### src/rtl/udp_port_nat_table_core_macros.svh
// Assertion helpers for the table core RTL.
`ifndef UDP_PORT_NAT_TABLE_CORE_MACROS_SVH
`define UDP_PORT_NAT_TABLE_CORE_MACROS_SVH

// The consequent must hold in the same cycle as the antecedent.
`define UPNT_ASSERT_SAME(lbl, clk, rst_n, ante, cons) \
	lbl: assert property (@(posedge clk) disable iff (!rst_n) (ante) |-> (cons)) \
		else $error("upnt assertion failed");

// The consequent must hold in the cycle after the antecedent.
`define UPNT_ASSERT_NEXT(lbl, clk, rst_n, ante, cons) \
	lbl: assert property (@(posedge clk) disable iff (!rst_n) (ante) |=> (cons)) \
		else $error("upnt assertion failed");

`endif

### src/rtl/upnt_ram.sv
`default_nettype none
module upnt_ram #(
	parameter int unsigned WIDTH = 8,
	parameter int unsigned DEPTH = 256
) (
	input  wire logic                     clk,
	input  wire logic                     we,
	input  wire logic [$clog2(DEPTH)-1:0] waddr,
	input  wire logic [WIDTH-1:0]         wdata,
	input  wire logic [$clog2(DEPTH)-1:0] raddr,
	output logic      [WIDTH-1:0]         rdata
);

	logic [WIDTH-1:0] mem [DEPTH];

	always_ff @(posedge clk) begin
		if (we) begin
			mem[waddr] <= wdata;
		end
		rdata <= mem[raddr];
	end

endmodule
`default_nettype wire

### config.mk
export PLATFORM = sky130hd
export DESIGN_NAME = upnt_ram
export DESIGN_NICKNAME = d
export VERILOG_FILES = /design/src/rtl/udp_port_nat_table_core_macros.svh /design/src/rtl/upnt_ram.sv
export SDC_FILE = /design/constraint.sdc
export NUM_CORES = 2
export LEC_CHECK = 0
export BUFFER_PORTS_ARGS = -buffer_cell sky130_fd_sc_hd__buf_4
export CORE_MARGIN = 4
export CORE_UTILIZATION = 35
export CTS_CLUSTER_SIZE = 10
export DETAILED_ROUTE_END_ITERATION = 6
export GPL_TIMING_DRIVEN = 0
export HOLD_SLACK_MARGIN = 0.15
export PLACE_DENSITY = 0.56
export SLEW_MARGIN = 20
export SYNTH_ARGS = -nofsm -noshare
export SYNTH_HDL_FRONTEND = slang
export SYNTH_SLANG_ARGS = --single-unit
### constraint.sdc
create_clock -name clk -period 1.8 [get_ports clk]
set_input_delay 0.09 -clock clk [delete_from_list [all_inputs] [get_ports clk]]
set_output_delay 0.09 -clock clk [all_outputs]
set_load 0.01 [all_outputs]
# [After elaboration in Yosys (flattened, before gate mapping)]
# Memories as Yosys holds them, arrays and structs flattened. A register that Yosys moved wholly into a read port is not among the register bits.
# Cells that the tools add are included.
[op_classes] n_lt_le_gt_ge=0 n_shift=0 n_eq_ne=0 div=0 n_mul=0 bitwise=0 reduce_logical=0 add_sub_neg=0 n_mux=2
[ops] operator="$mux 1" count=2
[word_totals] mem_bits_rw=2048 latchBits=0 romBits=0 in_bits=26 reg_bits=0 memories=1 word_cells=3 out_inout_bits=8
[memory_table] memory="mem" words=256 word_bits=8 rd=1 rd_clocked_by_memory_dff=1 write_ports=1 line_no="upnt_ram.sv:14" source="logic [WIDTH-1:0] mem [DEPTH];"

# [Longest topological paths before layout]
[depth] ltp_word=2 ltp_mapped=11 ltp_nobuf=6

# [Worst setup path after synthesis]
# OpenSTA, ideal clock, no wires.
[synth_path] path_kind="input-to-reg" startpoint="input port raddr[0]" endpoint="register rdata[2], read port of mem" t_required_ps=1669 t_arrival_ps=1897 setup_slack_ps=-228 cell_stages=9 n_path_buf=4 setup_ps=131 path_cell_list="buf_6 buf_12 buf_8 buf_2 mux4_2 a22oi_1 a21oi_1 nor4_1 nor4_2"
[synth_lines] item="from (decl)" line_no="upnt_ram.sv:10" source="input wire logic [$clog2(DEPTH)-1:0] raddr,"
[synth_lines] item="to (decl)" line_no="upnt_ram.sv:11" source="output logic [WIDTH-1:0] rdata"

# [Worst setup path in the final report]
[layout_path] startpoint="input port waddr[5]" endpoint="memory mem[67][7], enable pin"
[layout_lines] item="from (decl)" line_no="upnt_ram.sv:8" source="input wire logic [$clog2(DEPTH)-1:0] waddr,"
[layout_lines] item="to (decl)" line_no="upnt_ram.sv:14"
# No word-level cell before the write port.

==> summary.txt <==
Run status
  – Status: finished with violations
  – Violated checks: setup timing

Synth
  – Most common cell in the synthesized netlist: edfxtp_1
  – Cells after Synth: approximately 3700
  – Synth cell count leaders: edfxtp_1, mux4_2, nor2_1
  – Synth top area share: between 70% and 80%
  – Synthesized net count: 3759
  – Post-synth top area cell: edfxtp_1
  – Top cells by area, synth: edfxtp_1, mux4_2, mux2i_1
  – Synthesis-stage register bit count: 2056
  – Post-synth EDFFs: just over 2000
  – Synth Warn #: 0
  – Post-synthesis cell type count: 55
  – Synthesized area: 79600 um^2
  – FFs w/ async S/R, synth: 0%
  – Top_reg_cell synth: edfxtp_1
  – Syn avg cell area: 21.3 um^2
  – Sequential share of the synthesized area: roughly 78%

Pwr
  – Clock network fraction of total power: about two fifths
  – Logic gate share of total power: 6.4%
  – Reg power frac: 52.6%
  – Net Sw Frac: 22.6%
  – Net Switching: 22.7 mW
  – P_leak: 28.3 nW
  – Peak supply drop: 0.766 mV
  – PD cells: between 1000 and 1500 nW/um^2
  – Internal power: 77.8 mW

Global routing
  – Busiest grt layer: met2
  – Largest net degree at the start of global routing: 134
  – Initial antenna violation count: 13
  – Number of global-route vias before repair: ~41000
  – Grt ovf: 0
  – First-pass GRT wire length: around 350000 um
  – Met2 track demand over resource: between 30% and 40%
  – Overall Global Routing Usage: 21.3%
  – Grt met3 use: slightly above 5%
  – Met1 GRT Util: 28.4%

Route
  – Initial drt markers: 5912
  – Post-route DRC: 0
  – ANT nets after route: 0
  – Routed WL per cell: around 36 um
  – Drt first pass iters: 6
  – Via count: 41800
  – Vias per Instance: 5.85
  – Total Wirelength: roughly 250000 um

Final layout
  – Fraction of layout cells with a size suffix above 1: between 30% and 40%
  – Fin util: 41.5%
  – Post-Layout Cell Count: roughly 7100
  – Area grow syn2layout: 17.7%
  – Nets@finish: 4092
  – Post-Layout Inst Area: 93700 um^2

STA
  – Peak Freq: ~390 MHz
  – Unrepaired setup endpoints after global routing: true
  – Setup Viol. Count Final: ~1300
  – Fin Hold WS: 0.140 ns
  – Skew final: 0.0600 ns
  – Fin. max-slew vios: 0
  – Final period util: 143%
  – Tightest Pin Transition: 1.21 ns
  – Tmin final: 2.57 ns
  – PnR worst setup slack: -0.767 ns
  – Final Hold Vio Count: 0
  – Worst rel slew slack: 19.4%

Floorplan
  – Initial Util: 35.3%
  – Chip Height: 485 um
  – Io pins: 34
  – Die extent in x: 485 um
  – Core box area: between 200000 and 250000 um^2
  – Total die area: about 230000 um^2
  – Row cnt: 174

Clock network
  – CTS tree: built
  – Root cell of the clock tree: clkbuf_16
  – Total CTS buffers: 228
  – Htree depth: 4
  – Clk buf depth: 3
  – Clock sinks: ~2100
  – Worst skew pair latency: 0.89 ns
  – CTS clk-pin slew, worst paths: 0.06 ns

Setup path
  – Worst r2r src: mem[15][4]
  – Worst EP required: roughly 2.3 ns
  – Setup Crit Path Kind: primary input to flop
  – CP Capture Type: flop
  – CP max FO: 8
  – Crit path DAT: about 3.1 ns
  – Crit path launch type: primary input
  – R2R setup slack: -0.72 ns
  – Reg2reg path depth: 5
  – Critical R2R Capture: rdata[4]

Place
  – Gpl congestion: 0.960
  – Placed cells: 6780
  – Dpl ws: -2.71 ns
  – Port buffer count: 26
  – Placed standard-cell area: about 85000 um^2
  – HPWL after DPL: 169000 um

Worst hold path
  – Min-Delay Endpoint: mem[251][7]
  – Hold Crit Start: waddr[7]
  – Hold depth: 3
  – Worst min-delay path class: primary input to flop

Flow run
  – Max Cap Viol: 0
[power groups by stage]
| stage | combinational (mW) | clock (mW) | sequential (mW) |
|---|---|---|---|
| final | 6.43 | 41.2 | 52.8 |
| after global routing | 6.56 | 43.6 | 52.8 |
| after CTS | 6.23 | 41.6 | 52.8 |
| after detailed placement | 5.85 | 0 | 53.8 |
| after global placement | 5.59 | 0 | 53.9 |
| after floorplan | 2.65 | 0 | 53.8 |
[cells by family (layout without fill, tap and decap cells)]
family	after synthesis	count (layout)	synth area share, %
other	0	10	0
AO/OA/AOI/OAI	385	385	3.42
buffers and inverters	235	640	1.83
multiplexers	591	591	14.6
flip-flops	2056	2056	77.5
AND/OR/NAND/NOR	466	466	2.63
[registers in the layout, summed over array words and instances (netlist names)]
signal / cells
rdata: 8
mem: 2048
[area by class of cell]
type	count	area, um^2
clock inverters	25	365
repair buffers	104	1530
well taps	2992	3740
fillers	19700	132000
plain buffers	232	1930
flip-flops and latches	2056	61700
clock buffers	277	5930
inverters	2	7.51
multi-input cells	1442	18500
diodes	10	25.0
[worst max-delay path by stage]
stage / from / endpoint / cells past startpoint / slack, ns
global placement: raddr[4] / rdata[4] / 9 / -3.69
CTS: mem[83][1] / rdata[1] / 5 / -0.67
floorplan: raddr[0] / rdata[0] / 9 / -0.11
detailed placement: raddr[2] / rdata[2] / 9 / -2.71
finish: waddr[5] / mem[67][7] / 6 / -0.77
global route: mem[67][2] / rdata[2] / 5 / -0.68
[metrics by stage]
| stage | total power [mW] | TNS, ns |
|---|---|---|
| CTS | 101 | -73.18 |
| global route | 103 | -469.72 |
| floorplan | 56.5 | -80.82 |
| detailed placement | 59.7 | -2734.91 |
| global placement | 59.5 | -5171.48 |
| finish | 100 | -522.30 |
[per-layer routing]
layer / routed length (um) / vias up
met4: 14700 / 6
met1: 98700 / 22600
met5: 42 / -
met2: 116000 / 2334
li1: - / 16400
met3: 24300 / 516
[placed cells by master (no fill, tap or decap), types with 10 or more instances in the layout]
master         count
a211oi_1          10
a21oi_1           87
a22oi_1          129
buf_12            37
buf_16            22
buf_2             31
buf_4             53
buf_6             21
buf_8             26
clkbuf_1          70
clkbuf_16        230
clkbuf_2          62
clkbuf_4          18
diode_2           10
dlygate4sd3_1     33
edfxtp_1        2048
mux2i_1          134
mux4_2           454
nand2_1           30
nand3_1           29
nand4_1           10
nor2_1            68
nor2_2            89
nor2_4           125
nor2b_1           26
nor4_4            18
o211ai_1          10
o21ai_0           10
o221ai_1          38
o22ai_1           28
[what timing repair did]
item                                    4_1_cts  5_1_grt
resized for setup                           401      178
endpoints found under the setup margin     1976      694
buffers inserted                              8        4
pin swaps                                    14       21
endpoints found under the hold margin      1828       88
hold buffers                                 33        4
[worst max-delay path, stage by stage]
cell,delay [ns]
buf_4,0.14
dlygate4sd3_1,0.67
nor2_2,0.51
nand2_2,0.31
dlygate4sd3_1,0.82
nor2_2,0.49
No activity file was read; power rests on OpenSTA's default activity.
